--- config.mk ---
export PLATFORM = sky130hd
export DESIGN_NAME = bdht_front
export DESIGN_NICKNAME = d
export VERILOG_FILES = /design/src/rtl/bdht_pkg.sv /design/src/rtl/bdht_div.sv /design/src/rtl/bdht_front.sv
export SDC_FILE = /design/constraint.sdc
export NUM_CORES = 1
export LEC_CHECK = 0
export ABC_AREA = 1
export BUFFER_PORTS_ARGS = -buffer_cell sky130_fd_sc_hd__buf_2
export CAP_MARGIN = 25
export CORE_MARGIN = 5
export CORE_UTILIZATION = 54
export DETAILED_ROUTE_END_ITERATION = 8
export GPL_TIMING_DRIVEN = 0
export PLACE_DENSITY = 0.73
export RECOVER_POWER = 100
export SYNTH_ARGS = -nofsm -noshare
export SYNTH_HDL_FRONTEND = slang
export SYNTH_SLANG_ARGS = --single-unit
--- constraint.sdc ---
create_clock -name clk -period 8 [get_ports clk]
set_input_delay 2.4 -clock clk [delete_from_list [all_inputs] [get_ports clk]]
set_output_delay 2.4 -clock clk [all_outputs]
set_load 0.02 [all_outputs]
--- src/rtl/bdht_pkg.sv ---
`timescale 1ns / 1ps
`default_nettype none
// ---------------------------------------------------------------------------
// bdht_pkg
// Shared types, constants and the Bayer rank function of the dot-screen texel
// generator.
// ---------------------------------------------------------------------------
package bdht_pkg;

  // configuration register indexes
  localparam logic [1:0] CFG_RESOLUTION = 2'd0;
  localparam logic [1:0] CFG_ORDER_LOG2 = 2'd1;
  localparam logic [1:0] CFG_DOT_COUNT  = 2'd2;
  localparam logic [1:0] CFG_GRADIENT   = 2'd3;

  // round(pi * 2^30)
  localparam logic [31:0] PI_Q30 = 32'd3373259426;

  localparam int POS_W  = 28;  // coord << 16 / resolution
  localparam int R2_W   = 30;  // r^2 in Q0.32, below 2^30
  localparam int D2_W   = 57;  // exact squared distance
  localparam int SQ_W   = 56;
  localparam int RANK_W = 9;

  // quadrant offsets of the Bayer recursion
  localparam logic [1:0] QUAD_OFS [4] = '{2'd0, 2'd2, 2'd3, 2'd1};

  typedef struct packed {
    logic [12:0] resolution;
    logic [1:0]  order_log2;
    logic [6:0]  dot_count;
    logic        gradient_mode;
  } cfg_t;

  // one item as handed from the front end to the scan engine
  typedef struct packed {
    logic [POS_W-1:0]  px;
    logic [POS_W-1:0]  py;
    logic [R2_W-1:0]   r2;
    logic [1:0]        k;
    logic [RANK_W-1:0] active;
    logic              grad;
  } task_t;

  typedef enum logic {
    F_IDLE,
    F_DIV
  } front_state_t;

  typedef enum logic [2:0] {
    B_IDLE,
    B_SCAN,
    B_DRAIN,
    B_DIV,
    B_PUT
  } back_state_t;

  // Bayer matrix value of order 2^k at (row, col), k at most 3
  function automatic logic [5:0] bayer_val(input logic [1:0] k,
                                           input logic [2:0] row,
                                           input logic [2:0] col);
    logic [5:0] v;
    logic [1:0] sh;
    logic [1:0] q;
    v  = '0;
    sh = '0;
    q  = '0;
    for (int b = 0; b < 3; b++) begin
      if (2'(b) < k) begin
        sh = k - 2'd1 - 2'(b);
        q  = QUAD_OFS[{row[sh], col[sh]}];
        v  = v + (6'(q) << (2 * b));
      end
    end
    return v;
  endfunction

endpackage
`default_nettype wire

--- src/rtl/bdht_div.sv ---
`timescale 1ns / 1ps
`default_nettype none
// ---------------------------------------------------------------------------
// bdht_div
// Restoring divider, one quotient bit per cycle.
// ---------------------------------------------------------------------------
module bdht_div #(
  parameter int NW = 28,
  parameter int DW = 13,
  parameter int QW = 28
) (
  input  wire logic          clk,
  input  wire logic          rst_n,
  input  wire logic          start,
  input  wire logic [NW-1:0] num,
  input  wire logic [DW-1:0] den,
  output logic               busy,
  output logic [QW-1:0]      quo
);

  localparam int CW = (NW > 1) ? $clog2(NW) : 1;

  logic          busy_r;
  logic [CW-1:0] cnt_r;
  logic [NW-1:0] num_r;
  logic [DW-1:0] den_r;
  logic [DW-1:0] rem_r;
  logic [QW-1:0] quo_r;

  logic [DW:0]   trial;
  logic [DW:0]   diff;
  logic          fits;
  logic [DW-1:0] rem_nxt;

  always_comb begin
    trial   = {rem_r, num_r[NW-1]};
    diff    = trial - {1'b0, den_r};
    fits    = trial >= {1'b0, den_r};
    rem_nxt = fits ? diff[DW-1:0] : trial[DW-1:0];
  end

  always_ff @(posedge clk) begin
    if (!rst_n) begin
      busy_r <= 1'b0;
      cnt_r  <= '0;
    end else if (start) begin
      busy_r <= 1'b1;
      cnt_r  <= CW'(NW - 1);
    end else if (busy_r) begin
      if (cnt_r == '0) begin
        busy_r <= 1'b0;
      end else begin
        cnt_r <= cnt_r - 1'b1;
      end
    end
  end

  always_ff @(posedge clk) begin
    if (start) begin
      num_r <= num;
      den_r <= den;
      rem_r <= '0;
      quo_r <= '0;
    end else if (busy_r) begin
      num_r <= num_r << 1;
      rem_r <= rem_nxt;
      quo_r <= {quo_r[QW-2:0], fits};
    end
  end

  assign busy = busy_r;
  assign quo  = quo_r;

endmodule
`default_nettype wire

--- src/rtl/bdht_front.sv ---
`timescale 1ns / 1ps
`default_nettype none
// ---------------------------------------------------------------------------
// bdht_front
// Takes an item, clamps the configuration and runs the position and radius
// divisions in parallel, then hands the prepared task to the queue.
// ---------------------------------------------------------------------------
module bdht_front import bdht_pkg::*; #(
  parameter int MAX_ORDER      = 8,
  parameter int MAX_RESOLUTION = 4096
) (
  input  wire logic        clk,
  input  wire logic        rst_n,
  input  wire cfg_t        cfg,
  input  wire logic        in_valid,
  output logic             in_ready,
  input  wire logic [11:0] in_pixel_x,
  input  wire logic [11:0] in_pixel_y,
  output logic             push,
  output task_t            push_data,
  input  wire logic        q_full
);

  localparam int KLOG = $clog2(MAX_ORDER + 1) - 1;
  localparam int KMAX = (KLOG > 3) ? 3 : KLOG;
  localparam logic [61:0] R2_NUM = {1'b1, 61'b0};

  front_state_t state_r;
  front_state_t state_nxt;

  logic [12:0]      res_eff;
  logic [1:0]       k_eff;
  logic [38:0]      r2_den;
  logic             start;
  logic             all_idle;
  logic             busy_x;
  logic             busy_y;
  logic             busy_r2;
  logic [POS_W-1:0] quo_x;
  logic [POS_W-1:0] quo_y;
  logic [R2_W-1:0]  quo_r2;

  always_comb begin
    if (cfg.resolution == '0) begin
      res_eff = 13'd1;
    end else if ({4'b0, cfg.resolution} > 17'(MAX_RESOLUTION)) begin
      res_eff = 13'(MAX_RESOLUTION);
    end else begin
      res_eff = cfg.resolution;
    end
    k_eff = (cfg.order_log2 == '0) ? 2'd1 : cfg.order_log2;
    if (k_eff > 2'(KMAX)) begin
      k_eff = 2'(KMAX);
    end
    // r^2 = 2^62 / (2 * pi_q30 * dots) = 2^61 / (pi_q30 * dots)
    r2_den = {7'b0, PI_Q30} * {32'b0, cfg.dot_count};
  end

  assign all_idle = !busy_x && !busy_y && !busy_r2;

  always_comb begin
    state_nxt = state_r;
    case (state_r)
      F_IDLE: begin
        if (in_valid) begin
          state_nxt = F_DIV;
        end
      end
      F_DIV: begin
        if (all_idle && !q_full) begin
          state_nxt = F_IDLE;
        end
      end
      default: state_nxt = F_IDLE;
    endcase
  end

  always_comb begin
    in_ready = 1'b0;
    push     = 1'b0;
    case (state_r)
      F_IDLE:  in_ready = 1'b1;
      F_DIV:   push     = all_idle && !q_full;
      default: begin
        in_ready = 1'b0;
        push     = 1'b0;
      end
    endcase
  end

  assign start = in_valid && in_ready;

  always_ff @(posedge clk) begin
    if (!rst_n) begin
      state_r <= F_IDLE;
    end else begin
      state_r <= state_nxt;
    end
  end

  bdht_div #(.NW(POS_W), .DW(13), .QW(POS_W)) u_div_x (
    .clk   (clk),
    .rst_n (rst_n),
    .start (start),
    .num   ({in_pixel_x, 16'b0}),
    .den   (res_eff),
    .busy  (busy_x),
    .quo   (quo_x)
  );

  bdht_div #(.NW(POS_W), .DW(13), .QW(POS_W)) u_div_y (
    .clk   (clk),
    .rst_n (rst_n),
    .start (start),
    .num   ({in_pixel_y, 16'b0}),
    .den   (res_eff),
    .busy  (busy_y),
    .quo   (quo_y)
  );

  bdht_div #(.NW(62), .DW(39), .QW(R2_W)) u_div_r2 (
    .clk   (clk),
    .rst_n (rst_n),
    .start (start),
    .num   (R2_NUM),
    .den   (r2_den),
    .busy  (busy_r2),
    .quo   (quo_r2)
  );

  always_comb begin
    push_data.px     = quo_x;
    push_data.py     = quo_y;
    // no dots: radius forced to zero so nothing can hit
    push_data.r2     = (cfg.dot_count == '0) ? '0 : quo_r2;
    push_data.k      = k_eff;
    push_data.active = {cfg.dot_count, 2'b00};
    push_data.grad   = cfg.gradient_mode;
  end

endmodule
`default_nettype wire

==> flow_summary_export.csv <==
group,metric,value,unit
timing,fmax,142,MHz
route,antenna_left,0,
layout,regArea,5700,um^2
timing,hold_viol,0,
min_path,hp-class,"reg -> reg",
setup_path,slowest_stage,"nor4_1",
route,highest-signal-layer,"met4",
route,post-route-drc-count,0,
clocking,clock_sinks,247,
timing,drv_slew,43,
setup_path,cp.depth,9,
synth,seq_area_frac_synth,0.323,
route,routed-wl-met2,23000,um
synth,ys_seq_elements,247,
setup_path,cp.required,5.60,ns
timing,finalCritPeriodShare,0.881,
timing,tns,0,ns
setup_path,end_kind,"primary output",
die,dieArea,36400,um^2
route,first_pass_iters,5,
synth,synthXorXnorAreaFrac,0.0387,
route,drt-total-wl,47700,um
clocking,hold_buffers,0,
die,die_x,191,um
setup_path,crit_path_frequent_cell,"clkbuf_1",
synth,synth_top_family_by_area,"simple AND/OR/NAND/NOR gates",
route,viasPerCell,5.23,
layout,layout.nets,2888,
layout,drive_gt1_frac,0.0642,
run,drv_cap,1,
power,sw_frac_of_total,0.382,
timing,setup_viol,0,
power,pwr-share-seq,0.336,
layout,diodes,0,
timing,fin_skew,0.0235,ns
status,outcome,"finished, violations left",
timing,tightest_slew,2.05,ns
setup_path,critPathKind,"in -> out",
route,drt_iter0_drc,987,
synth,ys.flop_type,"dfxtp_1",
timing,relSlewSlack,-0.369,
global_routing,grt_max_degree,43,
layout,final_cells,3106,
clocking,cts_tree,"done",
synth,synth.distinct_cells,52,
synth,yosys_warnings,0,
power,clock_power_share,0.283,
placement,dp_slack,1.01,ns
setup_path,cp.arrival,4.65,ns
clocking,clkTransAtPathRegs,0.06,ns
timing,hold_ws,0.462,ns
setup_path,rr_startpoint,"state_r",
global_routing,overflow,0,
layout,syn2layout_area_growth,12.0,%
setup_path,start_kind,"input port",
route,wl_per_cell,15.4,um
global_routing,antenna_found_initial,0,
setup_path,critPathMaxStageDelay,0.39,ns
setup_path,startpoint,"cfg[6]",
synth,synth_compound_area_frac,0.114,
clocking,clk_latency,0.57,ns
clocking,cts_setup_buffers,0,
synth,async_flop_share,0,
setup_path,crit_end,"push_data[27]",
die,die_h,191,um
status,violations,"capacitance limit, slew limit",
route,m1WireLength,21000,um
route,wl_met3,2280,um
clocking,cts_resized,0,
timing,rsz0062_at_grt,"no",
clocking,cts-buffers-inserted,28,
setup_path,r2r_end,"u_div_r2.den_r[34]",
setup_path,path_delay_family,"buffers and inverters",
power,p_leak,9.65,nW
synth,muxShareOfSynthArea,0,
timing,period_minus_slack,7.05,ns
global_routing,grt_pass1_vias,15700,
setup_path,critPathMaxFanout,12,
placement,place_inst,3053,
placement,portBuffers,147,
timing,fin_ws,0.949,ns
setup_path,worst_r2r_path_depth,4,
power,finalPower,4.55,mW
die,rows,66,
synth,synth_simple_gate_area_frac,0.252,
die,coreArea,32400,um^2
power,pwr_density_cell,230,nW/um^2
global_routing,grt_pass1_wl,76700,um
die,boundaryPins,151,
placement,dpl.hpwl,37700,um
die,start_util,0.545,
power,p_comb_frac,0.381,
layout,n_fill_cell,3094,
synth,netlist_area,17600,um^2
power,vdd_drop_max,0.161,mV
synth,synth_cells,2461,
clocking,ctsRootBufferMaster,"clkbuf_16",
setup_path,r2r_slack,3.39,ns
synth,avgSynthCellArea,7.17,um^2
synth,synth_edf_count,75,
clocking,clockBufferDepth,3,
setup_path,path_cells,"clkbuf_1 > inv_1 > ha_1 > nand2_1 > nor4_1 > clkbuf_1 > clkbuf_1 > nor2_1 > clkbuf_1",
power,p_switching,1.74,mW
power,p_int,2.81,mW
setup_path,crit_buf_inv,5,
placement,routabilityCongestion,0.965,
synth,synth_fa_ha_area_frac,0.153,
global_routing,grtUsageTotal,0.257,
clocking,htreeDepth,1,
layout,multiInputGateArea,9830,um^2
route,detailroute.via_count,16200,
synthesized netlist by cell type, types with 19 or more instances:
cell	count	share of area
nor3_1	20	0.0057
fa_1	34	0.039
ha_1	161	0.11
a21oi_1	122	0.035
o22ai_1	54	0.019
dfxtp_1	172	0.20
nand3_2	19	0.011
inv_1	452	0.096
o21ai_0	89	0.025
nand2_1	622	0.13
edfxtp_1	75	0.13
nor2_1	225	0.048
xor2_1	62	0.031
nand3_1	110	0.031
a31oi_1	41	0.015
clkbuf_1	41	0.0087
layout make-up:
cell class | instances | share of cell area
Inverter | 465 | 0.0884
Timing Repair Buffer | 150 | 0.0315
Sequential cell | 247 | 0.288
Multi-Input combinational cell | 1680 | 0.498
Clock inverter | 13 | 0.00798
Clock buffer | 39 | 0.0396
Tap cell | 442 | 0.0280
Buffer | 70 | 0.0185
cell usage in the layout (no fill, tap or decap), types with 12 or more instances in the layout:
master / count
dfxtp_1: 172
fa_1: 34
nor3_1: 20
inv_1: 453
o22ai_1: 54
a21o_1: 12
nand3_2: 19
nor2_1: 225
buf_2: 53
xnor2_1: 16
a21oi_1: 122
clkbuf_1: 153
nand3_1: 110
nand2_1: 622
ha_1: 161
o21ai_0: 90
clkbuf_16: 28
a31oi_1: 41
xor2_1: 62
nand4_1: 15
edfxtp_1: 75
registers in the layout, indices dropped and copies added (netlist names), 13 cells and up:
name / count
u_div_r2.rem_r: 39
u_div_r2.den_r: 38
u_div_r2.quo: 30
u_div_x.quo: 28
u_div_y.quo: 28
u_div_x.rem_r: 13
u_div_y.den_r: 13
u_div_y.rem_r: 13
how the worst min path moves through the flow:
stage                          start               end  slack, ns  cells past startpoint
global route         u_div_r2.quo[2]   u_div_r2.quo[3]       0.48                      2
global placement     u_div_y.quo[27]   u_div_y.quo[27]       0.45                      2
CTS                  u_div_r2.quo[5]   u_div_r2.quo[6]       0.45                      2
detailed placement  u_div_r2.quo[22]  u_div_r2.quo[23]       0.46                      2
finish               u_div_r2.quo[5]   u_div_r2.quo[6]       0.46                      2
floorplan           u_div_r2.quo[16]  u_div_r2.quo[17]       0.44                      2
layer usage:
metal,vias up,track usage
met4,0,0.0768
met1,7541,0.326
met2,401,0.461
li1,8201,-
met5,-,0
met3,86,0.0278
per-stage QoR:
step                      instance area (um^2)   util
final                                    19800  0.610
after CTS                                19900  0.614
after global placement                   18900  0.585
after global routing                     19800  0.610
after detailed placement                 19000  0.585
after floorplan                          17600      -
kinds of logic after synthesis:
family	Yosys count
adders and majority gates	195
and+or+nand+nor	1053
DFF	247
other	1
AOI/OAI and AO/OA	352
xor gates and xnor gates	78
buffers and inverters	535
worst register-to-register path, cell delays in order (launching register included):
cell and delay (ns):
dfxtp_1 0.31, nor2_1 0.66, clkbuf_1 0.73, clkbuf_1 0.91, clkbuf_1 1.54
power by group through the flow:
stage | logic (mW) | clock network (mW) | registers [mW]
floorplan | 1.29 | 0 | 1.54
global placement | 1.71 | 0 | 1.55
detailed placement | 1.73 | 0 | 1.55
CTS | 1.74 | 1.32 | 1.53
global route | 1.97 | 1.37 | 1.54
finish | 1.73 | 1.29 | 1.53
(Power assumes the default switching activity.)
