[config.mk]
export PLATFORM = sky130hd
export DESIGN_NAME = bdht_back
export DESIGN_NICKNAME = d
export VERILOG_FILES = /design/src/rtl/bdht_pkg.sv /design/src/rtl/bdht_div.sv /design/src/rtl/bdht_back.sv
export SDC_FILE = /design/constraint.sdc
export NUM_CORES = 2
export LEC_CHECK = 0
export BUFFER_PORTS_ARGS = -buffer_cell sky130_fd_sc_hd__buf_2
export CAP_MARGIN = 0
export CORE_UTILIZATION = 60
export DETAILED_ROUTE_END_ITERATION = 6
export PLACE_DENSITY_LB_ADDON = 0.12
export SLEW_MARGIN = 20
export SYNTH_ARGS = -nofsm -noshare
export SYNTH_HDL_FRONTEND = slang
export SYNTH_SLANG_ARGS = --single-unit
[constraint.sdc]
create_clock -name clk -period 9.6 [get_ports clk]
set_input_delay 0 -clock clk [delete_from_list [all_inputs] [get_ports clk]]
set_output_delay 0 -clock clk [all_outputs]
set_load 0.01 [all_outputs]
[src/rtl/bdht_pkg.sv]
`timescale 1ns / 1ps
`default_nettype none
// ---------------------------------------------------------------------------
// bdht_pkg
// Shared types, constants and the Bayer rank function of the dot-screen texel
// generator.
// ---------------------------------------------------------------------------
package bdht_pkg;

  // configuration register indexes
  localparam logic [1:0] CFG_RESOLUTION = 2'd0;
  localparam logic [1:0] CFG_ORDER_LOG2 = 2'd1;
  localparam logic [1:0] CFG_DOT_COUNT  = 2'd2;
  localparam logic [1:0] CFG_GRADIENT   = 2'd3;

  // round(pi * 2^30)
  localparam logic [31:0] PI_Q30 = 32'd3373259426;

  localparam int POS_W  = 28;  // coord << 16 / resolution
  localparam int R2_W   = 30;  // r^2 in Q0.32, below 2^30
  localparam int D2_W   = 57;  // exact squared distance
  localparam int SQ_W   = 56;
  localparam int RANK_W = 9;

  // quadrant offsets of the Bayer recursion
  localparam logic [1:0] QUAD_OFS [4] = '{2'd0, 2'd2, 2'd3, 2'd1};

  typedef struct packed {
    logic [12:0] resolution;
    logic [1:0]  order_log2;
    logic [6:0]  dot_count;
    logic        gradient_mode;
  } cfg_t;

  // one item as handed from the front end to the scan engine
  typedef struct packed {
    logic [POS_W-1:0]  px;
    logic [POS_W-1:0]  py;
    logic [R2_W-1:0]   r2;
    logic [1:0]        k;
    logic [RANK_W-1:0] active;
    logic              grad;
  } task_t;

  typedef enum logic {
    F_IDLE,
    F_DIV
  } front_state_t;

  typedef enum logic [2:0] {
    B_IDLE,
    B_SCAN,
    B_DRAIN,
    B_DIV,
    B_PUT
  } back_state_t;

  // Bayer matrix value of order 2^k at (row, col), k at most 3
  function automatic logic [5:0] bayer_val(input logic [1:0] k,
                                           input logic [2:0] row,
                                           input logic [2:0] col);
    logic [5:0] v;
    logic [1:0] sh;
    logic [1:0] q;
    v  = '0;
    sh = '0;
    q  = '0;
    for (int b = 0; b < 3; b++) begin
      if (2'(b) < k) begin
        sh = k - 2'd1 - 2'(b);
        q  = QUAD_OFS[{row[sh], col[sh]}];
        v  = v + (6'(q) << (2 * b));
      end
    end
    return v;
  endfunction

endpackage
`default_nettype wire

[src/rtl/bdht_div.sv]
`timescale 1ns / 1ps
`default_nettype none
// ---------------------------------------------------------------------------
// bdht_div
// Restoring divider, one quotient bit per cycle.
// ---------------------------------------------------------------------------
module bdht_div #(
  parameter int NW = 28,
  parameter int DW = 13,
  parameter int QW = 28
) (
  input  wire logic          clk,
  input  wire logic          rst_n,
  input  wire logic          start,
  input  wire logic [NW-1:0] num,
  input  wire logic [DW-1:0] den,
  output logic               busy,
  output logic [QW-1:0]      quo
);

  localparam int CW = (NW > 1) ? $clog2(NW) : 1;

  logic          busy_r;
  logic [CW-1:0] cnt_r;
  logic [NW-1:0] num_r;
  logic [DW-1:0] den_r;
  logic [DW-1:0] rem_r;
  logic [QW-1:0] quo_r;

  logic [DW:0]   trial;
  logic [DW:0]   diff;
  logic          fits;
  logic [DW-1:0] rem_nxt;

  always_comb begin
    trial   = {rem_r, num_r[NW-1]};
    diff    = trial - {1'b0, den_r};
    fits    = trial >= {1'b0, den_r};
    rem_nxt = fits ? diff[DW-1:0] : trial[DW-1:0];
  end

  always_ff @(posedge clk) begin
    if (!rst_n) begin
      busy_r <= 1'b0;
      cnt_r  <= '0;
    end else if (start) begin
      busy_r <= 1'b1;
      cnt_r  <= CW'(NW - 1);
    end else if (busy_r) begin
      if (cnt_r == '0) begin
        busy_r <= 1'b0;
      end else begin
        cnt_r <= cnt_r - 1'b1;
      end
    end
  end

  always_ff @(posedge clk) begin
    if (start) begin
      num_r <= num;
      den_r <= den;
      rem_r <= '0;
      quo_r <= '0;
    end else if (busy_r) begin
      num_r <= num_r << 1;
      rem_r <= rem_nxt;
      quo_r <= {quo_r[QW-2:0], fits};
    end
  end

  assign busy = busy_r;
  assign quo  = quo_r;

endmodule
`default_nettype wire

[src/rtl/bdht_back.sv]
`timescale 1ns / 1ps
`default_nettype none
// ---------------------------------------------------------------------------
// bdht_back
// Scan engine: walks the 2n x 2n dot grid one cell a cycle through a
// three-stage distance pipe, keeps the minimum squared distance of the active
// dots and turns it into the texel value.
// ---------------------------------------------------------------------------
module bdht_back import bdht_pkg::*; #(
  parameter int MAX_ORDER = 8
) (
  input  wire logic   clk,
  input  wire logic   rst_n,
  input  wire logic   q_empty,
  input  wire task_t  q_data,
  output logic        pop,
  output logic        out_valid,
  input  wire logic   out_ready,
  output logic [15:0] out_intensity
);

  localparam int KLOG = $clog2(MAX_ORDER + 1) - 1;
  localparam int KMAX = (KLOG > 3) ? 3 : KLOG;
  localparam int RW   = KMAX + 1;

  back_state_t state_r;
  back_state_t state_nxt;

  task_t             task_r;
  logic [RW-1:0]     row_r;
  logic [RW-1:0]     col_r;
  logic [D2_W-1:0]   dmin_r;
  logic              v1_r;
  logic [POS_W-1:0]  adx_r;
  logic [POS_W-1:0]  ady_r;
  logic              v2_r;
  logic [SQ_W-1:0]   sqx_r;
  logic [SQ_W-1:0]   sqy_r;
  logic [15:0]       res_r;
  logic              out_valid_r;
  logic [15:0]       out_int_r;

  logic [RW-1:0]     mask;
  logic [RW-1:0]     rr;
  logic [RW-1:0]     cc;
  logic [5:0]        bv;
  logic [RANK_W-1:0] rank;
  logic              act_ok;
  logic [3:0]        shamt;
  logic [RW:0]       cpos;
  logic [RW:0]       rpos;
  logic [16:0]       cx;
  logic [16:0]       cy;
  logic [POS_W:0]    dxs;
  logic [POS_W:0]    dys;
  logic [POS_W:0]    ndx;
  logic [POS_W:0]    ndy;
  logic [D2_W-1:0]   d2;
  logic              last_cell;
  logic              pipe_empty;
  logic              hit;
  logic              out_free;
  logic              issue;
  logic              div_start;
  logic              div_busy;
  logic              out_load;
  logic [R2_W-1:0]   r2_gap;
  logic [16:0]       div_quo;

  // grid walk and distance of the cell being issued
  always_comb begin
    mask      = RW'((32'd2 << task_r.k) - 32'd1);
    rr        = (row_r + 1'b1) & mask;
    cc        = (col_r + 1'b1) & mask;
    bv        = bayer_val(task_r.k, 3'(rr >> 1), 3'(cc >> 1));
    rank      = {1'b0, bv, 2'b00} + RANK_W'(1) + {{(RANK_W-2){1'b0}}, rr[0], cc[0]};
    act_ok    = rank <= task_r.active;
    shamt     = 4'd15 - {2'b0, task_r.k};
    // dot centres sit on even cell corners
    cpos      = {1'b0, col_r} + {{RW{1'b0}}, col_r[0]};
    rpos      = {1'b0, row_r} + {{RW{1'b0}}, row_r[0]};
    cx        = 17'(cpos) << shamt;
    cy        = 17'(rpos) << shamt;
    dxs       = {{(POS_W-16){1'b0}}, cx} - {1'b0, task_r.px};
    dys       = {{(POS_W-16){1'b0}}, cy} - {1'b0, task_r.py};
    ndx       = -dxs;
    ndy       = -dys;
    last_cell = (row_r == mask) && (col_r == mask);
    d2        = {1'b0, sqx_r} + {1'b0, sqy_r};
    pipe_empty = !v1_r && !v2_r;
    hit       = dmin_r < {{(D2_W-R2_W){1'b0}}, task_r.r2};
    r2_gap    = task_r.r2 - dmin_r[R2_W-1:0];
    out_free  = !out_valid_r || out_ready;
  end

  always_comb begin
    state_nxt = state_r;
    case (state_r)
      B_IDLE: begin
        if (!q_empty) begin
          state_nxt = B_SCAN;
        end
      end
      B_SCAN: begin
        if (last_cell) begin
          state_nxt = B_DRAIN;
        end
      end
      B_DRAIN: begin
        if (pipe_empty) begin
          state_nxt = (task_r.grad && hit) ? B_DIV : B_PUT;
        end
      end
      B_DIV: begin
        if (!div_busy) begin
          state_nxt = B_PUT;
        end
      end
      B_PUT: begin
        if (out_free) begin
          state_nxt = B_IDLE;
        end
      end
      default: state_nxt = B_IDLE;
    endcase
  end

  always_comb begin
    pop       = 1'b0;
    issue     = 1'b0;
    div_start = 1'b0;
    out_load  = 1'b0;
    case (state_r)
      B_IDLE:  pop       = !q_empty;
      B_SCAN:  issue     = 1'b1;
      B_DRAIN: div_start = pipe_empty && task_r.grad && hit;
      B_PUT:   out_load  = out_free;
      default: begin
        pop       = 1'b0;
        issue     = 1'b0;
        div_start = 1'b0;
        out_load  = 1'b0;
      end
    endcase
  end

  always_ff @(posedge clk) begin
    if (!rst_n) begin
      state_r     <= B_IDLE;
      v1_r        <= 1'b0;
      v2_r        <= 1'b0;
      out_valid_r <= 1'b0;
    end else begin
      state_r <= state_nxt;
      v1_r    <= issue && act_ok;
      v2_r    <= v1_r;
      if (out_load) begin
        out_valid_r <= 1'b1;
      end else if (out_ready) begin
        out_valid_r <= 1'b0;
      end
    end
  end

  always_ff @(posedge clk) begin
    if (pop) begin
      task_r <= q_data;
      row_r  <= '0;
      col_r  <= '0;
    end else if (issue) begin
      if (col_r == mask) begin
        col_r <= '0;
        row_r <= row_r + 1'b1;
      end else begin
        col_r <= col_r + 1'b1;
      end
    end
    adx_r <= dxs[POS_W] ? ndx[POS_W-1:0] : dxs[POS_W-1:0];
    ady_r <= dys[POS_W] ? ndy[POS_W-1:0] : dys[POS_W-1:0];
    sqx_r <= adx_r * adx_r;
    sqy_r <= ady_r * ady_r;
    if (pop) begin
      dmin_r <= '1;
    end else if (v2_r && (d2 < dmin_r)) begin
      dmin_r <= d2;
    end
    if (state_r == B_DRAIN && pipe_empty) begin
      res_r <= (!task_r.grad && hit) ? 16'hFFFF : 16'h0000;
    end else if (state_r == B_DIV && !div_busy) begin
      res_r <= div_quo[16] ? 16'hFFFF : div_quo[15:0];
    end
    if (out_load) begin
      out_int_r <= res_r;
    end
  end

  // (r^2 - dmin) * 65536 / r^2 of the nearest active dot
  bdht_div #(.NW(R2_W + 16), .DW(R2_W), .QW(17)) u_div_grad (
    .clk   (clk),
    .rst_n (rst_n),
    .start (div_start),
    .num   ({r2_gap, 16'b0}),
    .den   (task_r.r2),
    .busy  (div_busy),
    .quo   (div_quo)
  );

  assign out_valid     = out_valid_r;
  assign out_intensity = out_int_r;

endmodule
`default_nettype wire

==> metrics.csv <==
metric,value,unit
drcViolationCount,0,
timing.final.crit_share,88.46,%
postCtsSetupBuffers,0,
outcome,"complete, no violations",
max_slew_margin_vs_limit,28.62,%
htree_levels,2,
worst_setup_path_start_kind,flip-flop,
cts_made_buffers,58,
vias_per_cell,5.516,
placement.cell_area,72860,µm²
worst_skew_pair.late_latency,700,ps
antenna_left,0,
synth-seq-area-share,16.31,%
setup_repair_after_global_routing_missed_its_margin,no,
cts_hold_buffers,138,
ys_seq_elements,481,
crit_path_max_incr_delay,800,ps
hpwl,142000,µm
ys_dominant_reg_cell,sky130_fd_sc_hd__dfxtp_1,
fraction_of_registers_with_async_set_or_reset_after_synthesis,0,%
vias_in_the_first_global_route,55355,
dieArea,119200,µm²
reg2reg_setup_slack,1110,ps
cp.buffers_inverters,7,
drt_iter0_markers,3167,
grt_usage,30.46,%
report.final.hold_viol_count,0,
timing_worst_setup_path_type,reg -> reg,
floorplan.initialDensity,60.67,%
crit_top_cell,sky130_fd_sc_hd__fa_1,
drt_pre_antenna_iters,5,
finish.net_count,9774,
port_buffers,119,
final_design_area_no_fill,76380,µm²
kind_of_end_point_of_the_critical_path,flip-flop,
drive_above_1_share,4.683,%
synth_enable_flop_cells,190,
yosys_warnings,0,
core.rowCount,125,
placeableCoreArea,116500,µm²
worstHoldPathType,in -> reg,
tritoncts,yes,
final-max-slew-violation-count,0,
grt_start_max_net_pins,78,
synth_area_per_cell,9.210,µm²
numClockSinks,481,
whs,26.86,ps
synth_top_cells_by_area,"sky130_fd_sc_hd__fa_1, sky130_fd_sc_hd__ha_1, sky130_fd_sc_hd__inv_1",
syn-instance-count,7675,
yosysMostFrequentCell,sky130_fd_sc_hd__inv_1,
timing.final.crit_period,8493,ps
syn_to_layout_area_delta,8.057,%
fp.dieW,345.2,µm
timing.reg2reg.worst_path_depth,26,
worstPathRequired,10200,ps
clock-skew-final,33.52,ps
dr_vias,51767,
sum_of_negative_setup_slack,0,ps
worst_hold_startpoint,q_data[64],
cts-root-buf,sky130_fd_sc_hd__clkbuf_16,
holdPathEnd,task_r[64]$_DFFE_PP_,
synth_top_cell_by_area,sky130_fd_sc_hd__fa_1,
wl_per_cell,18.70,µm
path_clk_slew,70,ps
drt_total_wl,175500,µm
synthDistinctLibCells,82,
final_weighted_congestion_in_routability_driven_placement,0.9201,
reg2reg_to,sqx_r[54]$_DFF_P_,
cts_resized,0,
worst_ep_arrival_time,9100,ps
critical_path.slowest_cell,sky130_fd_sc_hd__o21ai_0,
synth_largest_type_area_fraction,34.13,%
final-setup-viol-count,0,
layout.core_utilization,65.55,%
synth_top_cells_by_count,"sky130_fd_sc_hd__inv_1, sky130_fd_sc_hd__fa_1, sky130_fd_sc_hd__nand2_1",
holdPathStages,2,
die_h,345.2,µm
worst-path-max-fanout,13,
cap_viol_max_count,0,
grt_overflow_total,0,
cpLargestDelayFamily,adder cells,
synth.cell_area,70690,µm²
grt_antenna_before_repair,4,
worstMarginPinSlew,1064,ps
num_io_pins,120,
synthesis.nets,9640,
clock_tree.buffer_depth,3,
rr_startpoint,adx_r[9]$_DFF_P_,
first_pass_grt_wire_length,288000,µm
fmax,117.8,MHz
[state kept, by name, indices dropped and copies added (netlist names), 16 cells and up]
name              cells
adx_r                28
ady_r                28
dmin_r               57
out_intensity        16
res_r                16
sqx_r                55
sqy_r                55
task_r               98
u_div_grad.den_r     30
u_div_grad.num_r     30
u_div_grad.quo       17
u_div_grad.rem_r     30
[layer usage]
layer	up-vias	wire [µm]	share of wire, %	GRT usage (%)
li1	24185	-	-	-
met1	25749	73260	42	39.75
met2	1498	85390	49	52.31
met3	335	10960	6.2	4.341
met4	0	5902	3.4	9.767
met5	-	0	0	0
[through the flow]
step           cells  worst slack (ps)
3_5_place_dp    9134              1260
4_1_cts         9382              1206
5_1_grt         9384             683.4
2_1_floorplan   7675              2266
3_3_place_gp    9134              1382
6_report        9385              1107
[cell usage in the layout, fill, tap and decap left out, types with 126 or more instances in the layout]
| master | Yosys | routed |
|---|---|---|
| sky130_fd_sc_hd__inv_1 | 1811 | 1811 |
| sky130_fd_sc_hd__fa_1 | 1205 | 1205 |
| sky130_fd_sc_hd__nand2_1 | 714 | 714 |
| sky130_fd_sc_hd__ha_1 | 658 | 658 |
| sky130_fd_sc_hd__and2_1 | 350 | 350 |
| sky130_fd_sc_hd__a21oi_1 | 328 | 327 |
| sky130_fd_sc_hd__dfxtp_1 | 291 | 286 |
| sky130_fd_sc_hd__nor2_1 | 262 | 262 |
| sky130_fd_sc_hd__o21ai_0 | 251 | 250 |
| sky130_fd_sc_hd__xnor2_1 | 217 | 217 |
| sky130_fd_sc_hd__edfxtp_1 | 190 | 190 |
| sky130_fd_sc_hd__dlygate4sd3_1 | 0 | 138 |
| sky130_fd_sc_hd__xor2_1 | 126 | 126 |
[how the worst max path moves through the flow]
stage | startpoint | endpoint | slack, ps | cells past startpoint
2_1_floorplan | adx_r[16]$_DFF_P_ | sqx_r[44]$_DFF_P_ | 2270 | 27
4_1_cts | adx_r[9]$_DFF_P_ | sqx_r[54]$_DFF_P_ | 1210 | 26
6_report | adx_r[9]$_DFF_P_ | sqx_r[54]$_DFF_P_ | 1110 | 26
3_3_place_gp | adx_r[9]$_DFF_P_ | sqx_r[54]$_DFF_P_ | 1380 | 26
3_5_place_dp | adx_r[9]$_DFF_P_ | sqx_r[54]$_DFF_P_ | 1260 | 26
5_1_grt | adx_r[9]$_DFF_P_ | sqx_r[54]$_DFF_P_ | 680 | 26
[cell type report]
type | instances | area, µm²
antenna | 2 | 5.005
clock buffer | 83 | 1787
clock inverter | 27 | 319.1
fill | 9495 | 40130
inverter | 1812 | 6804
multi-input combinational | 5111 | 51350
sequential | 481 | 11540
tap | 1524 | 1907
timing repair buffer | 345 | 2670
[cells by family after synthesis]
group / Yosys count / share of synthesized area, %
AO/OA/AOI/OAI: 1042 / 9.178
XOR/XNOR: 343 / 4.250
adder cells (fa/ha/maj): 1863 / 45.77
buffers and inverters: 2083 / 11.08
flip-flops: 481 / 16.31
multiplexers: 80 / 1.147
AND/OR/NAND/NOR: 1783 / 12.26
Power is left out: the tool's default activity adds up to more than one toggle a clock period on the data nets, which glitch-free logic cannot reach.
