$ cat config.mk
export PLATFORM = sky130hd
export DESIGN_NAME = bdht_queue
export DESIGN_NICKNAME = d
export VERILOG_FILES = /design/src/rtl/bdht_pkg.sv /design/src/rtl/bdht_queue.sv
export SDC_FILE = /design/constraint.sdc
export NUM_CORES = 1
export LEC_CHECK = 0
export BUFFER_PORTS_ARGS = -buffer_cell sky130_fd_sc_hd__buf_2
export CAP_MARGIN = 20
export CORE_MARGIN = 10
export CORE_UTILIZATION = 47
export DETAILED_ROUTE_END_ITERATION = 8
export GPL_ROUTABILITY_DRIVEN = 1
export PLACE_DENSITY = 0.84
export SYNTH_ARGS = -nofsm -noshare
export SYNTH_HDL_FRONTEND = slang
export SYNTH_SLANG_ARGS = --single-unit
$ cat constraint.sdc
create_clock -name clk -period 4.7 [get_ports clk]
set_input_delay 0.235 -clock clk [delete_from_list [all_inputs] [get_ports clk]]
set_output_delay 0.235 -clock clk [all_outputs]
set_load 0.005 [all_outputs]
$ cat src/rtl/bdht_pkg.sv
`timescale 1ns / 1ps
`default_nettype none
// ---------------------------------------------------------------------------
// bdht_pkg
// Shared types, constants and the Bayer rank function of the dot-screen texel
// generator.
// ---------------------------------------------------------------------------
package bdht_pkg;

  // configuration register indexes
  localparam logic [1:0] CFG_RESOLUTION = 2'd0;
  localparam logic [1:0] CFG_ORDER_LOG2 = 2'd1;
  localparam logic [1:0] CFG_DOT_COUNT  = 2'd2;
  localparam logic [1:0] CFG_GRADIENT   = 2'd3;

  // round(pi * 2^30)
  localparam logic [31:0] PI_Q30 = 32'd3373259426;

  localparam int POS_W  = 28;  // coord << 16 / resolution
  localparam int R2_W   = 30;  // r^2 in Q0.32, below 2^30
  localparam int D2_W   = 57;  // exact squared distance
  localparam int SQ_W   = 56;
  localparam int RANK_W = 9;

  // quadrant offsets of the Bayer recursion
  localparam logic [1:0] QUAD_OFS [4] = '{2'd0, 2'd2, 2'd3, 2'd1};

  typedef struct packed {
    logic [12:0] resolution;
    logic [1:0]  order_log2;
    logic [6:0]  dot_count;
    logic        gradient_mode;
  } cfg_t;

  // one item as handed from the front end to the scan engine
  typedef struct packed {
    logic [POS_W-1:0]  px;
    logic [POS_W-1:0]  py;
    logic [R2_W-1:0]   r2;
    logic [1:0]        k;
    logic [RANK_W-1:0] active;
    logic              grad;
  } task_t;

  typedef enum logic {
    F_IDLE,
    F_DIV
  } front_state_t;

  typedef enum logic [2:0] {
    B_IDLE,
    B_SCAN,
    B_DRAIN,
    B_DIV,
    B_PUT
  } back_state_t;

  // Bayer matrix value of order 2^k at (row, col), k at most 3
  function automatic logic [5:0] bayer_val(input logic [1:0] k,
                                           input logic [2:0] row,
                                           input logic [2:0] col);
    logic [5:0] v;
    logic [1:0] sh;
    logic [1:0] q;
    v  = '0;
    sh = '0;
    q  = '0;
    for (int b = 0; b < 3; b++) begin
      if (2'(b) < k) begin
        sh = k - 2'd1 - 2'(b);
        q  = QUAD_OFS[{row[sh], col[sh]}];
        v  = v + (6'(q) << (2 * b));
      end
    end
    return v;
  endfunction

endpackage
`default_nettype wire

$ cat src/rtl/bdht_queue.sv
`timescale 1ns / 1ps
`default_nettype none
// ---------------------------------------------------------------------------
// bdht_queue
// Two-entry task queue between the front end and the scan engine.
// ---------------------------------------------------------------------------
module bdht_queue import bdht_pkg::*; (
  input  wire logic  clk,
  input  wire logic  rst_n,
  input  wire logic  push,
  input  wire task_t push_data,
  output logic       full,
  input  wire logic  pop,
  output task_t      pop_data,
  output logic       empty
);

  task_t      mem [2];
  logic       wr_ptr_r;
  logic       rd_ptr_r;
  logic [1:0] cnt_r;

  assign full     = (cnt_r == 2'd2);
  assign empty    = (cnt_r == 2'd0);
  assign pop_data = mem[rd_ptr_r];

  always_ff @(posedge clk) begin
    if (push) begin
      mem[wr_ptr_r] <= push_data;
    end
  end

  always_ff @(posedge clk) begin
    if (!rst_n) begin
      wr_ptr_r <= 1'b0;
      rd_ptr_r <= 1'b0;
      cnt_r    <= 2'd0;
    end else begin
      if (push) begin
        wr_ptr_r <= !wr_ptr_r;
      end
      if (pop) begin
        rd_ptr_r <= !rd_ptr_r;
      end
      if (push && !pop) begin
        cnt_r <= cnt_r + 2'd1;
      end else if (pop && !push) begin
        cnt_r <= cnt_r - 2'd1;
      end
    end
  end

endmodule
`default_nettype wire

==> flow_summary.json, run 1 <==
{
  "grt_overflow": 0,
  "synth_top_area_share": 0.800,
  "fp.dieH_um": 145,
  "rsz0062_at_grt": "false",
  "finalCritPeriodShare": 0.598,
  "wl_per_cell_um": 20.2,
  "end_kind": "output pin",
  "drt_wl_total_mm": 17.6,
  "powerDensity_mw_per_mm2": 418,
  "cp_max_fo": 65,
  "final_common_cell": "buf_2",
  "power.leakage_nw": 3.98,
  "cts_buffer_depth": 3,
  "rows": 45,
  "peakVddDrop_uv": 344,
  "cp_data_arrival_time_ns": 2.57,
  "drc": 0,
  "ys_warn_count": 0,
  "ys_seq_elements": 201,
  "grt_use_total": 0.159,
  "grt_pass1_wl_mm": 27.2,
  "path_class": "reg2out",
  "max_cap_violations": 0,
  "seq_power_share": 0.490,
  "grt_pass1_vias": 4756,
  "cts_root_buffer": "clkbuf_16",
  "p_total_w": 0.00432,
  "antenna_found_initial": 3,
  "grt_max_degree": 66,
  "path_clk_slew_ns": 0.06,
  "netlist_instances": 327,
  "layout_min_cycle_time_ns": 2.81,
  "synth_top_area_cell": "edfxtp_1",
  "drive_gt1_frac": 0.518,
  "gp_congestion": 0.742,
  "fmax_mhz": 356,
  "final_cell_mix": "buf_2 (201), edfxtp_1 (196), dlygate4sd3_1 (98), mux2_2 (78), clkbuf_16 (21)",
  "initial_core_util": 0.482,
  "max-slew-margin-rel": 0.407,
  "met1_usage": 0.178,
  "switching_power_w": 0.000903,
  "pwr-share-comb": 0.100,
  "vias": 4214,
  "ios": 202,
  "area_growth_pct": 40.4,
  "viasPerCell": 4.84,
  "numCtsBuffers": 21,
  "power_frac_clock": 0.410,
  "drtAntennaViolNets": 0,
  "grt_most_used_layer": "met2",
  "cts_sinks": 201,
  "synth_cell_type_count": 17,
  "tightest_slew_ns": 0.890,
  "crit_required_ns": 4.47,
  "hold_viol": 0,
  "port_buffers": 201,
  "syn_avg_cell_area_um2": 22.5,
  "yosysSeqAreaShare": 0.813,
  "nNetsFinal": 745,
  "core_area_mm2": 0.0153,
  "insertion_delay_ns": 0.49,
  "min_path_type": "in2reg",
  "synthesis.nets": 430,
  "drt_iter0_markers": 248,
  "drv_slew": 0,
  "swShare": 0.209,
  "use_met2": 0.287,
  "postCtsSetupBuffers": 0,
  "firstDrtPassIters": 4,
  "dieWidth_um": 145,
  "synth_area_mm2": 0.00736,
  "ys_top_cells_by_area": "edfxtp_1 (80%), mux2_2 (12%), mux2_4 (4.1%), dfxtp_1 (1.4%), buf_6 (0.61%)",
  "die_area_mm2": 0.0211,
  "outcome": "finished clean",
  "cp-start-kind": "register",
  "clock-skew-final_ns": 0.0166,
  "setup_viol": 0,
  "hpwlAfterDp_mm": 10.4,
  "tritoncts": "done",
  "gr-usage-met3": 0.0497,
  "p_int_w": 0.00342,
  "h-tree-depth": 1,
  "setup_tns_ns": 0
}
[kinds of logic after synthesis]
logic type               after synthesis  synth area share
AO/OA/AOI/OAI                          3           0.00272
XOR/XNOR                               3           0.00357
adder cells (fa/ha/maj)                1           0.00170
buffers and inverters                 12            0.0114
flip-flops                           201             0.813
multiplexers                          98             0.160
AND/OR/NAND/NOR                        9           0.00731
[registers in the layout, indices dropped and copies added (netlist names), named ones only]
register and cells:
mem 196, rd_ptr_r 1, wr_ptr_r 1, cnt_r 2
[stage by stage]
stage / util / area [um^2] / instances / hold WS [ns] / worst slack [ns]
floorplan: - / 7360 / 327 / 0.334 / 1.38
global placement: 0.563 / 8590 / 732 / 0.422 / 2.42
detailed placement: 0.563 / 8590 / 732 / 0.426 / 2.39
CTS: 0.677 / 10300 / 868 / 0.0113 / 1.86
global route: 0.677 / 10300 / 871 / 0.0219 / 1.73
finish: 0.677 / 10300 / 871 / 0.0169 / 1.89
[power groups by stage]
stage          logic (W)  clock network, W  registers, W
6_report        0.000433           0.00177       0.00212
5_1_grt         0.000467           0.00189       0.00213
4_1_cts         0.000430           0.00179       0.00212
3_5_place_dp    0.000362                 0       0.00216
3_3_place_gp    0.000350                 0       0.00215
2_1_floorplan   0.000207                 0       0.00213
[area by class of cell]
type	instances	area, um^2
antenna	3	7.51
clock buffer	22	529
clock inverter	16	220
fill	980	4930
inverter	1	3.75
multi-input combinational	114	1300
sequential	201	5990
tap	211	264
timing repair buffer	303	2020
[per-layer routing]
metal	up-vias	routed length [um]
met5	-	0
met4	0	295
met3	26	1210
met2	160	9450
met1	2093	6670
li1	1935	-
[synth_stat cells]
master      n
edfxtp_1  196
mux2_2     78
mux2_4     20
buf_2       7
dfxtp_1     5
and2_1      4
buf_6       4
nor2b_1     3
xor2_1      2
a21boi_1    1
ha_1        1
inv_1       1
nor2_1      1
o21a_1      1
o21ai_0     1
or3_1       1
xnor2_1     1
[worst max-delay path, stage by stage (launching register included)]
cell and delay (ns):
dfxtp_4 0.92, buf_4 0.59, mux2_2 0.40, buf_2 0.13
[final timing paths]
check / startpoint / to / slack, ns / cells past startpoint
worst max-delay path: register / pop_data[22] / 1.89 / 3
worst min-delay path: rst_n / wr_ptr_r / 0.02 / 2
worst max register to register: wr_ptr_r / mem[1][93] / 2.60 / 2
worst min register to register: cnt_r[1] / cnt_r[1] / 0.52 / 2
[what timing repair did]
action | 4_1_cts | 5_1_grt
gates resized for setup | 0 | 0
hold buffers | 98 | 0
endpoints found under the hold margin | 196 | 0
(Power assumes the default switching activity.)
==> run 2: changes to the inputs <==
--- a/config.mk
+++ b/config.mk
@@ -8,10 +8,10 @@
 export BUFFER_PORTS_ARGS = -buffer_cell sky130_fd_sc_hd__buf_2
 export CAP_MARGIN = 20
 export CORE_MARGIN = 10
-export CORE_UTILIZATION = 47
+export CORE_UTILIZATION = 50
 export DETAILED_ROUTE_END_ITERATION = 8
 export GPL_ROUTABILITY_DRIVEN = 1
-export PLACE_DENSITY = 0.84
+export PLACE_DENSITY = 0.85
 export SYNTH_ARGS = -nofsm -noshare
 export SYNTH_HDL_FRONTEND = slang
 export SYNTH_SLANG_ARGS = --single-unit
==> constraint.sdc (replaced) <==
create_clock -name clk -period 2.8 [get_ports clk]
set_input_delay 0.14 -clock clk [delete_from_list [all_inputs] [get_ports clk]]
set_output_delay 0.14 -clock clk [all_outputs]
set_load 0.005 [all_outputs]
==> run 2 against run 1 <==
Worst hold slack better by 0.022 ns; global-route usage rose by 0.95 points; routed wire length fell by 1.2%; utilization is 3.1 points higher; die area decreased by 5.2%; sequential share of layout area increased by 0.45 points.
==> flow_summary.json, run 2 (same netlist as run 1, synthesis figures left out) <==
{
  "drt_iter0_markers": 186,
  "tightest_slew_ns": 0.857,
  "cts_hold_buffers": 99,
  "core_area_mm2": 0.0145,
  "fmax_mhz": 450,
  "grt_max_degree": 45,
  "max_cap_violations": 0,
  "drtAntennaViolNets": 0,
  "drive_gt1_frac": 0.511,
  "max-slew-margin-rel": 0.428,
  "layout_min_cycle_time_ns": 2.22,
  "seq_area_mm2": 0.00599,
  "antenna_found_initial": 1,
  "grt_pass1_wl_mm": 26.9,
  "reg_top3": "mem: 196 flops, cnt_r: 2 flops",
  "r2r-end": "mem[0][70]",
  "ios": 202,
  "nNetsFinal": 749,
  "final_common_cell": "buf_2",
  "final_cell_mix": "buf_2 (201), edfxtp_1 (196), dlygate4sd3_1 (99), mux2_2 (78), clkbuf_16 (21)",
  "h-tree-depth": 1,
  "clock-skew-final_ns": 0.0124,
  "powerDensity_mw_per_mm2": 662,
  "cts_root_buffer": "clkbuf_16",
  "r2r_cells": 2,
  "cts_resized": 0,
  "rsz0062_at_grt": "false",
  "initial_core_util": 0.508,
  "cts_sinks": 201,
  "cp-start-kind": "register",
  "drt_wl_total_mm": 17.4,
  "setup_viol": 0,
  "reg2reg_setup_slack_ns": 1.16,
  "viasPerCell": 5.00,
  "end_kind": "output pin",
  "outcome": "finished clean",
  "grt_overflow": 0,
  "r2r_start": "wr_ptr_r",
  "area_growth_pct": 39.3,
  "tritoncts": "done",
  "rows": 44,
  "regMostFlops": "mem",
  "holdWs_ns": 0.0386,
  "power.leakage_nw": 3.95,
  "cts_buffer_depth": 3,
  "cp_max_fo": 44,
  "n_fill_cell": 885,
  "grt_use_total": 0.169,
  "hpwlAfterDp_mm": 10.9,
  "hold_viol": 0,
  "dieWidth_um": 141,
  "crit_required_ns": 2.66,
  "gp_congestion": 0.735,
  "firstDrtPassIters": 4,
  "numCtsBuffers": 20,
  "hold_depth": 3,
  "grt_pass1_vias": 4835,
  "multi_input_area_mm2": 0.00130,
  "postCtsSetupBuffers": 0,
  "wl_per_cell_um": 20.6,
  "drc": 0,
  "port_buffers": 201,
  "peakVddDrop_uv": 623,
  "fp.dieH_um": 141,
  "largest_reg_flops": 196,
  "vias": 4231,
  "finalCritPeriodShare": 0.794,
  "setup_tns_ns": 0,
  "die_area_mm2": 0.0200,
  "drv_slew": 0,
  "hp-start": "push",
  "path_class": "reg2out",
  "path_clk_slew_ns": 0.06,
  "holdPathEnd": "wr_ptr_r",
  "min_path_type": "in2reg",
  "cp_data_arrival_time_ns": 2.08,
  "insertion_delay_ns": 0.48
}
[run 2: worst max-delay path, stage by stage (launching register included)]
cell and delay, ns:
dfxtp_4 0.46, buf_4 0.53, mux2_2 0.43, buf_2 0.14
[run 2: how the worst max path moves through the flow]
stage | end | cells after the start
final | pop_data[2] | 3
after global routing | pop_data[2] | 3
after CTS | pop_data[16] | 3
after detailed placement | pop_data[92] | 3
after global placement | pop_data[17] | 3
after floorplan | mem[0][0] | 1
[run 2: power by group]
group,leakage [nW],internal [W],switching (W)
logic,1.76,0.000433,0.000340
registers,1.88,0.00348,0.0000499
clock network,0.304,0.00145,0.00104
total,3.95,0.00536,0.00143
[run 2: final cells by class]
cell class,instances,share of cell area
clock inverters,7,0.00293
diodes,2,0.000488
flip-flops and latches,201,0.584
repair buffers,308,0.206
multi-input cells,114,0.127
clock buffers,29,0.0571
inverters,1,0.000366
well taps,184,0.0225
[run 2: stage by stage]
step            util  total power, W  std cells  instance area (um^2)  setup WS (ns)
2_1_floorplan      -         0.00392        327                  7370          0.586
3_5_place_dp   0.597         0.00425        709                  8640           1.07
5_1_grt        0.708         0.00704        845                 10200          0.495
3_3_place_gp   0.597         0.00421        709                  8640           1.13
4_1_cts        0.708         0.00684        844                 10200          0.559
6_report       0.708         0.00679        846                 10300          0.578
[run 2: layer usage]
metal | wire length (um) | up-vias | share of wire | global-route usage
met5 | 0 | - | 0 | 0
met4 | 333 | 0 | 0.019 | 0.0446
met3 | 1380 | 28 | 0.079 | 0.0597
met2 | 9350 | 165 | 0.54 | 0.304
met1 | 6350 | 2101 | 0.36 | 0.184
li1 | - | 1937 | - | -
==> run 3: changes to the inputs <==
==> constraint.sdc (replaced) <==
create_clock -name clk -period 2.1 [get_ports clk]
set_input_delay 0.105 -clock clk [delete_from_list [all_inputs] [get_ports clk]]
set_output_delay 0.105 -clock clk [all_outputs]
set_load 0.005 [all_outputs]
==> run 3 against run 2 <==
Critical path depth did not move; largest cell class unchanged; worst setup slack lost 0.31 ns; power rose by 36%; largest power group unchanged; first-iteration DRC count grew 5.9%; worst hold slack worse by 0.0077 ns; via count decreased by 1.7%.
==> flow_summary.json, run 3 (same netlist as run 1, synthesis figures left out) <==
{
  "final_cell_area_mm2": 0.0103,
  "holdPathEnd": "wr_ptr_r",
  "layout_min_cycle_time_ns": 1.83,
  "cp_slowest_cell": "dfxtp_4",
  "crit_chain": "buf_12 > mux2_2 > buf_2",
  "cp_max_fo": 46,
  "cp_data_arrival_time_ns": 1.73,
  "path_class": "reg2out",
  "tightest_slew_ns": 0.439,
  "power.leakage_nw": 3.97,
  "peakVddDrop_uv": 712,
  "drt_iter0_markers": 197,
  "firstDrtPassIters": 4,
  "min_path_type": "in2reg",
  "insertion_delay_ns": 0.48,
  "dieWidth_um": 141,
  "fin_cells": 846,
  "final_cell_mix": "buf_2 (201), edfxtp_1 (196), dlygate4sd3_1 (100), mux2_2 (78), clkbuf_16 (21)",
  "cp_slowest_stage_delay_ns": 0.40,
  "numCtsBuffers": 21,
  "grt_overflow": 0,
  "fp.dieH_um": 141,
  "crit_family": "buffers and inverters",
  "hp-start": "push",
  "max-slew-margin-rel": 0.707,
  "core_area_mm2": 0.0145,
  "cts_buffer_depth": 3,
  "vias": 4157,
  "place_area_mm2": 0.00864,
  "cp_num_buf_inv": 2,
  "viasPerCell": 4.91,
  "fmax_mhz": 545,
  "port_buffers": 201,
  "crit_required_ns": 2.00,
  "outcome": "finished clean",
  "gp_congestion": 0.743,
  "path_depth": 3,
  "seq_area_mm2": 0.00599,
  "r2r_cells": 2,
  "final_common_cell": "buf_2",
  "reg_top3": "mem: 196 flops, cnt_r: 2 flops",
  "end_kind": "output pin",
  "grt_pass1_wl_mm": 25.7,
  "area_growth_pct": 40.0,
  "path_clk_slew_ns": 0.06,
  "wl_per_cell_um": 19.8,
  "max_cap_violations": 0,
  "fin_util": 0.712,
  "grt_max_degree": 66,
  "drv_slew": 0,
  "hold_viol": 0,
  "grt_use_total": 0.160,
  "nNetsFinal": 749,
  "setup_viol": 0,
  "hold_depth": 3,
  "reg2reg_setup_slack_ns": 0.68,
  "ios": 202,
  "multi_input_area_mm2": 0.00130,
  "antenna_found_initial": 0,
  "cp-start-kind": "register",
  "regMostFlops": "mem",
  "drc": 0,
  "powerDensity_mw_per_mm2": 897,
  "drt_wl_total_mm": 16.8,
  "r2r_start": "wr_ptr_r",
  "finalCritPeriodShare": 0.873,
  "postCtsSetupBuffers": 0,
  "dp.cells": 707,
  "initial_core_util": 0.508,
  "r2r-end": "mem[1][18]",
  "clock-skew-final_ns": 0.0104,
  "tritoncts": "done",
  "drtAntennaViolNets": 0,
  "die_area_mm2": 0.0200,
  "grt_pass1_vias": 4737,
  "cts_sinks": 201,
  "rsz0062_at_grt": "false",
  "hpwlAfterDp_mm": 10.5,
  "rows": 44,
  "drive_gt1_frac": 0.510,
  "cts_root_buffer": "clkbuf_16",
  "h-tree-depth": 1,
  "n_fill_cell": 852,
  "largest_reg_flops": 196
}
## run 3: cell count changes in the layout (fill, tap and decap cells not counted)
cell	change
buf_4	-3
bufinv_16	+2
clkbuf_8	-2
buf_12	+1
clkbuf_1	+1
dfxtp_1	-1
dfxtp_2	+1
diode_2	-1
dlygate4sd3_1	+1
inv_6	+1
## run 3: worst max path at each step
stage                   from            to
global route        register  pop_data[59]
detailed placement  wr_ptr_r    mem[1][31]
CTS                 register  pop_data[62]
floorplan           wr_ptr_r     mem[0][0]
global placement    wr_ptr_r    mem[1][11]
finish              register  pop_data[62]
## run 3: metal layers
layer,global-route usage,vias to the layer above,part of all wire
met2,0.282,180,0.52
met5,0,-,0
met3,0.0564,26,0.087
met4,0.0418,0,0.016
met1,0.180,2014,0.38
li1,-,1937,-
## run 3: layout make-up
class | instances | area share
Antenna cell | 1 | 0.000243
Multi-Input combinational cell | 114 | 0.126
Timing Repair Buffer | 307 | 0.205
Inverter | 1 | 0.000364
Clock inverter | 10 | 0.00959
Clock buffer | 28 | 0.0545
Tap cell | 184 | 0.0223
Sequential cell | 201 | 0.581
## run 3: worst min-delay path, cell delays in order
cell and delay, ns:
buf_2 0.14, nor2b_1 0.06, o21a_1 0.15
## run 3: what timing repair did
item                                   4_1_cts  5_1_grt
endpoints found under the hold margin      201        0
hold buffers                               100        0
gates resized for setup                      0        0
## run 3: metrics by stage
step                      power [W]  setup WS, ns  TNS, ns  hold slack (ns)
after floorplan             0.00523        -0.104   -10.25            0.204
after global placement      0.00561         0.696        0            0.293
after detailed placement    0.00566         0.691        0            0.296
after CTS                   0.00935         0.243        0           0.0164
after global routing        0.00959         0.199        0           0.0324
final                       0.00924         0.266        0           0.0310
## run 3: power by group
| group | switching, W | internal, W |
|---|---|---|
| clock network | 0.00139 | 0.00212 |
| logic | 0.000447 | 0.000580 |
| registers | 0.0000634 | 0.00464 |
